File: config.mk
export PLATFORM = sky130hd
export DESIGN_NAME = msl_seq
export DESIGN_NICKNAME = d
export VERILOG_FILES = /design/src/rtl/msl_pkg.sv /design/src/rtl/msl_seq.sv
export SDC_FILE = /design/constraint.sdc
export NUM_CORES = 1
export LEC_CHECK = 0
export BUFFER_PORTS_ARGS = -buffer_cell sky130_fd_sc_hd__buf_2
export CAP_MARGIN = 20
export CORE_MARGIN = 1.5
export CORE_UTILIZATION = 53
export CTS_CLUSTER_SIZE = 40
export DETAILED_ROUTE_END_ITERATION = 12
export PLACE_DENSITY_LB_ADDON = 0.25
export SYNTH_ARGS = -nofsm -noshare
export SYNTH_HDL_FRONTEND = slang
export SYNTH_SLANG_ARGS = --single-unit
File: constraint.sdc
create_clock -name clk -period 2.5 [get_ports clk]
set_input_delay 0.25 -clock clk [delete_from_list [all_inputs] [get_ports clk]]
set_output_delay 0.25 -clock clk [all_outputs]
set_load 0.02 [all_outputs]
File: src/rtl/msl_pkg.sv
// Shared types, constants and microcode ROM for the mid/side low-cut filter.
`default_nettype none

package msl_pkg;

  // Default sizes handed to the top level parameters.
  localparam int SAMPLE_WIDTH_DEF = 24;
  localparam int STATE_WIDTH_DEF  = 48;

  // Cascade geometry.
  localparam int NUM_EXTRA = 6;
  localparam int KW        = 3;   // stage counter, holds 0..NUM_EXTRA
  localparam int NSTG      = 8;   // even, odd and the extra stage registers

  // Configuration port.
  localparam int CFG_AW  = 2;
  localparam int CFG_DW  = 32;
  localparam int COEF_W  = 32;
  localparam int SLOPE_W = 19;
  localparam int WGT_W   = 17;

  localparam logic [CFG_AW-1:0] CFG_BASE_COEF    = 2'd0;
  localparam logic [CFG_AW-1:0] CFG_FLOOR_COEF   = 2'd1;
  localparam logic [CFG_AW-1:0] CFG_SLOPE_AMOUNT = 2'd2;

  localparam logic [COEF_W-1:0]  BASE_COEF_RST  = 32'd0;
  localparam logic [COEF_W-1:0]  FLOOR_COEF_RST = 32'd4295;
  localparam logic [SLOPE_W-1:0] SLOPE_RST      = 19'd0;

  // Golden-ratio fraction and its complement, Q0.32.
  localparam logic [COEF_W-1:0] PHI_Q32  = 32'd2654435769;
  localparam logic [COEF_W-1:0] NPHI_Q32 = 32'd1640531527;
  localparam logic [WGT_W-1:0]  ONE_Q16  = 17'h10000;

  // Multiplier and accumulator widths.
  localparam int PROD_W = 64;
  localparam int ACC_W  = 66;

  // Microcode.
  localparam int UPC_W = 5;

  typedef enum logic [1:0] {MA_MLO, MA_MHI, MA_COEF, MA_FLOOR} ma_t;
  typedef enum logic [1:0] {MB_COEF, MB_WGT, MB_PHI, MB_NPHI} mb_t;
  typedef enum logic [2:0] {
    ACC_HOLD, ACC_LOAD, ACC_SHR32, ACC_SHR16, ACC_ADD, ACC_ADDSHL16
  } acc_op_t;
  typedef enum logic [3:0] {
    WB_NONE, WB_MAGD, WB_MAGS, WB_STAGE, WB_TEMP, WB_CORR0, WB_CORR, WB_COEF, WB_OUT
  } wb_op_t;
  typedef enum logic [2:0] {J_NEXT, J_WAIT, J_ALWAYS, J_KNZ, J_KLAST, J_OUT} jmp_t;

  typedef struct packed {
    logic             mul_en;
    ma_t              mul_a;
    mb_t              mul_b;
    acc_op_t          acc;
    wb_op_t           wb;
    logic             k_inc;
    jmp_t             jmp;
    logic [UPC_W-1:0] target;
  } ucw_t;

  // Sequencer to datapath.
  typedef struct packed {
    logic          load;
    logic          mul_en;
    ma_t           mul_a;
    mb_t           mul_b;
    acc_op_t       acc;
    wb_op_t        wb;
    logic [KW-1:0] k;
  } ctrl_t;

  // Datapath to sequencer.
  typedef struct packed {
    logic out_blocked;
  } stat_t;

  // Entry points of the program.
  localparam logic [UPC_W-1:0] UC_IDLE   = 5'd0;
  localparam logic [UPC_W-1:0] UC_STAGE  = 5'd1;
  localparam logic [UPC_W-1:0] UC_WEIGHT = 5'd8;
  localparam logic [UPC_W-1:0] UC_OUT    = 5'd17;

  localparam ucw_t UCW_NOP = '{
    mul_en: 1'b0, mul_a: MA_MLO, mul_b: MB_COEF, acc: ACC_HOLD,
    wb: WB_NONE, k_inc: 1'b0, jmp: J_NEXT, target: UC_IDLE
  };

  function automatic ucw_t ucode_rom(input logic [UPC_W-1:0] pc);
    ucw_t w;
    w = UCW_NOP;
    case (pc)
      5'd0: begin                       // wait for a word
        w.jmp = J_WAIT;
      end
      // one-pole stage: s += (t - s) * c / 2^32
      5'd1: w.wb = WB_MAGD;
      5'd2: begin
        w.mul_en = 1'b1; w.mul_a = MA_MLO; w.mul_b = MB_COEF;
      end
      5'd3: begin
        w.mul_en = 1'b1; w.mul_a = MA_MHI; w.mul_b = MB_COEF; w.acc = ACC_SHR32;
      end
      5'd4: w.acc = ACC_ADD;
      5'd5: w.wb = WB_STAGE;
      5'd6: begin
        w.wb = WB_TEMP; w.jmp = J_KNZ; w.target = UC_WEIGHT;
      end
      5'd7: begin                       // first stage feeds the correction directly
        w.wb = WB_CORR0; w.k_inc = 1'b1; w.jmp = J_ALWAYS; w.target = UC_STAGE;
      end
      // weighted stage output: s * w / 2^16
      5'd8: w.wb = WB_MAGS;
      5'd9: begin
        w.mul_en = 1'b1; w.mul_a = MA_MLO; w.mul_b = MB_WGT;
      end
      5'd10: begin
        w.mul_en = 1'b1; w.mul_a = MA_MHI; w.mul_b = MB_WGT; w.acc = ACC_SHR16;
      end
      5'd11: w.acc = ACC_ADDSHL16;
      5'd12: begin
        w.wb = WB_CORR; w.jmp = J_KLAST; w.target = UC_OUT;
      end
      // next coefficient: (c*PHI + floor*(1-PHI)) / 2^32
      5'd13: begin
        w.k_inc = 1'b1; w.mul_en = 1'b1; w.mul_a = MA_COEF; w.mul_b = MB_PHI;
      end
      5'd14: begin
        w.mul_en = 1'b1; w.mul_a = MA_FLOOR; w.mul_b = MB_NPHI; w.acc = ACC_LOAD;
      end
      5'd15: w.acc = ACC_ADD;
      5'd16: begin
        w.wb = WB_COEF; w.jmp = J_ALWAYS; w.target = UC_STAGE;
      end
      5'd17: begin
        w.wb = WB_OUT; w.jmp = J_OUT; w.target = UC_IDLE;
      end
      default: begin
        w.jmp = J_ALWAYS; w.target = UC_IDLE;
      end
    endcase
    return w;
  endfunction

endpackage

`default_nettype wire

File: src/rtl/msl_seq.sv
// Microcode sequencer: program counter, stage counter and jump logic.
`default_nettype none

module msl_seq
  import msl_pkg::*;
(
  input  wire logic  clk,
  input  wire logic  rst_n,
  input  wire logic  in_valid,
  output logic       in_ready,
  input  wire stat_t stat,
  output ctrl_t      ctrl
);

  logic [UPC_W-1:0] pc_r, pc_nxt;
  logic [KW-1:0]    k_r, k_nxt;
  ucw_t             uc;
  logic             stall;

  always_comb begin
    uc       = ucode_rom(pc_r);
    in_ready = (uc.jmp == J_WAIT);
    stall    = (uc.jmp == J_OUT) && stat.out_blocked;

    pc_nxt = pc_r + UPC_W'(1);
    case (uc.jmp)
      J_NEXT:   pc_nxt = pc_r + UPC_W'(1);
      J_WAIT:   pc_nxt = in_valid ? pc_r + UPC_W'(1) : pc_r;
      J_ALWAYS: pc_nxt = uc.target;
      J_KNZ:    pc_nxt = (k_r != '0) ? uc.target : pc_r + UPC_W'(1);
      J_KLAST:  pc_nxt = (k_r == KW'(NUM_EXTRA)) ? uc.target : pc_r + UPC_W'(1);
      J_OUT:    pc_nxt = stall ? pc_r : uc.target;
      default:  pc_nxt = UC_IDLE;
    endcase

    k_nxt = k_r;
    if (in_ready && in_valid) begin
      k_nxt = '0;
    end else if (uc.k_inc) begin
      k_nxt = k_r + KW'(1);
    end

    ctrl.load   = in_ready && in_valid;
    ctrl.mul_en = uc.mul_en;
    ctrl.mul_a  = uc.mul_a;
    ctrl.mul_b  = uc.mul_b;
    ctrl.acc    = uc.acc;
    ctrl.wb     = stall ? WB_NONE : uc.wb;
    ctrl.k      = k_r;
  end

  always_ff @(posedge clk) begin
    if (!rst_n) begin
      pc_r <= UC_IDLE;
      k_r  <= '0;
    end else begin
      pc_r <= pc_nxt;
      k_r  <= k_nxt;
    end
  end

endmodule

`default_nettype wire

==> impl_metrics.json <==
{
  "vias_per_cell": 5.71,
  "yosysSeqAreaShare_pct": 15.4,
  "regArea_um2": 160,
  "htreeDepth": 1,
  "synth_area_um2": 1040,
  "die_w_um": 47.3,
  "dp_hpwl_um": 1760,
  "relSlewSlack_pct": 49.3,
  "crit_buf_inv": 1,
  "drc": 0,
  "switchingPower_w": 0.000355,
  "synthCells": 139,
  "dieArea_um2": 2240,
  "finalHoldViolCount": 0,
  "finalCritPeriodShare_pct": 93.2,
  "drtIter0Drc": 32,
  "wl_um": 2210,
  "p_int_w": 0.000379,
  "coreArea_um2": 1780,
  "cts_made_buffers": 3,
  "report.final.slew_viol_count": 0,
  "num_io_pins": 21,
  "yosysWarnings": 0,
  "multi_input_area_um2": 724,
  "cp_max_fo": 25,
  "antenna_cells": 0,
  "root_buffer": "clkbuf_4",
  "fin_cells": 171,
  "synth-edff-count": 0,
  "cts_tree": "done",
  "grt_max_degree": 26,
  "grt_pass1_wl_um": 3640,
  "first_global_vias": 850,
  "slowest_delay_ns": 0.81,
  "area_growth_pct": 4.45,
  "clock_path_buffers": 2,
  "fin_util_pct": 61.0,
  "setup_viol": 0,
  "power_switching_share_pct": 48.4,
  "antenna_found_initial": 0,
  "crit_family": "flip-flops",
  "peakVddDrop_mv": 0.485,
  "dieHeight_um": 47.3,
  "crit_path_end_kind": "output pin",
  "fin_tns_setup_ns": 0,
  "clkSinkCount": 8,
  "dpl.cell_count": 168,
  "cp.arrival_ns": 2.08,
  "initial_core_util_pct": 58.4,
  "slowest_stage": "dfxtp_1",
  "grt_use_met1_pct": 28.1,
  "power_leakage_nw": 0.476,
  "grt_use_met2_pct": 38.9,
  "dr.pass1.iters": 4,
  "postRouteAntennaNets": 0,
  "cts_resized": 0,
  "grt_usage_pct": 22.8,
  "p_comb_share_pct": 64.6,
  "clkPwrFrac_pct": 12.9,
  "fillerInstances": 173,
  "gr-total-overflow": 0,
  "fin_skew_ns": 0.00236,
  "yosysUniqueCellTypes": 47,
  "cp_cell_sequence": "and4bb_2 -> and2_1 -> a2111oi_0 -> buf_2",
  "async_flop_share_pct": 0,
  "gp_congestion": 0.873,
  "vias": 976,
  "rsz0062_at_grt": "no",
  "cp.required_ns": 2.25,
  "status": "completed",
  "portBuffers": 20,
  "drive_gt1_share_pct": 21.9,
  "placementRows": 15,
  "tightestPinTransition_ns": 0.759,
  "globalRouteMet3Util_pct": 1.92,
  "ys_ff_latch": 8,
  "period_needed_ns": 2.33,
  "clk_pin_slew_ns": 0.05,
  "clk_latency_ns": 0.25,
  "hold_path.class": "primary input to flip-flop",
  "nNetsFinal": 160,
  "syn_nets": 151,
  "cts_setup_buffers": 0,
  "grt_busiest_layer": "met2",
  "max_freq_ghz": 0.429,
  "cts_hold_buf": 0,
  "seq_power_share_pct": 22.6,
  "drv_cap": 0,
  "syn_avg_cell_area_um2": 7.49,
  "worstSetupStartpointType": "flip-flop",
  "yosys_most_used_dff": "dfxtp_1",
  "path_class": "flip-flop to output pin",
  "wl_per_cell_um": 12.9,
  "power_density_nw_per_um2": 675
}
==> flip-flops by register name, indices dropped and copies added (netlist names) <==
name and count:
pc_r 5, k_r 3
==> placed cells by master, fill, tap and decap left out, types with 3 or more instances in the layout <==
master / instances
inv_1: 11
nand3_1: 3
o21ai_0: 5
buf_2: 20
clkbuf_4: 3
ha_1: 8
nand2_1: 16
nand2b_1: 7
a21oi_1: 8
a211oi_1: 4
dfxtp_1: 8
nor2_1: 10
==> cells by family (layout without fill, tap and decap cells) <==
group	after synthesis	count (layout)	synth area share, %
AOI/OAI and AO/OA	34	34	24.4
xor gates and xnor gates	4	4	3.37
adders and majority gates	8	8	9.62
buffers and inverters	28	35	15.0
DFF	8	8	15.4
muxes	3	3	3.00
and+or+nand+nor	54	54	29.2
==> power groups by stage <==
stage	registers, W	clock network [W]	logic [W]
after floorplan	0.000159	0	0.000408
after global placement	0.000166	0	0.000472
after detailed placement	0.000168	0	0.000472
after CTS	0.000165	0.000102	0.000474
after global routing	0.000169	0.000104	0.000523
final	0.000166	0.0000945	0.000474
==> per-stage QoR <==
step | instance area (um2) | hold WS, ns | worst slack [ns] | power [W]
2_1_floorplan | 1040 | 0.505 | 0.0832 | 0.000567
3_3_place_gp | 1060 | 0.524 | 0.496 | 0.000639
3_5_place_dp | 1060 | 0.538 | 0.421 | 0.000640
4_1_cts | 1090 | 0.310 | 0.186 | 0.000741
5_1_grt | 1090 | 0.337 | 0.0640 | 0.000795
6_report | 1090 | 0.319 | 0.169 | 0.000734
==> cell type report <==
type | instances | area share (%)
tap | 25 | 2.88
sequential | 8 | 14.7
timing repair buffer | 21 | 9.90
clock buffer | 3 | 2.07
multi-input combinational | 103 | 66.6
inverter | 11 | 3.80
==> synthesized netlist by cell type (2+ instances only) <==
master    number  area [um2]
a211oi_1       4        30.0
a21oi_1        8        40.0
a31oi_1        2        12.5
and2_1         2        12.5
and3_1         2        12.5
buf_2          5        25.0
buf_4         10        75.1
dfxtp_1        8         160
ha_1           8         100
inv_1         11        41.3
mux2i_1        2        20.0
nand2_1       16        60.1
nand2b_1       7        43.8
nand2b_4       2        27.5
nand3_1        3        15.0
nand4_1        2        12.5
nor2_1        10        37.5
nor3_1         2        10.0
o21ai_0        5        25.0
xnor2_1        2        17.5
xor2_1         2        17.5
==> layer usage <==
layer	vias up	wire length, um
met3	2	87
met1	451	1030
li1	493	-
met2	30	1080
met5	-	0
met4	0	12
==> path summary, 6_finish.rpt <==
| path | start | endpoint | slack (ns) | cells after the start |
|---|---|---|---|---|
| worst max register to register | pc_r[0] | pc_r[0] | 0.40 | 7 |
| worst min-delay path | rst_n | pc_r[2] | 0.32 | 3 |
| worst min register to register | pc_r[1] | pc_r[1] | 0.55 | 2 |
| worst max-delay path | pc_r[3] | ctrl[3] | 0.17 | 4 |
==> worst reg2reg max path, cell delays in order (launching register included) <==
cell and delay [ns]:
dfxtp_1 0.34, ha_1 0.33, and3_1 0.24, ha_1 0.17, a31oi_1 0.27, a41oi_4 0.20, o311ai_1 0.33, o2bb2ai_1 0.15
No activity file was read; power rests on OpenSTA's default activity.
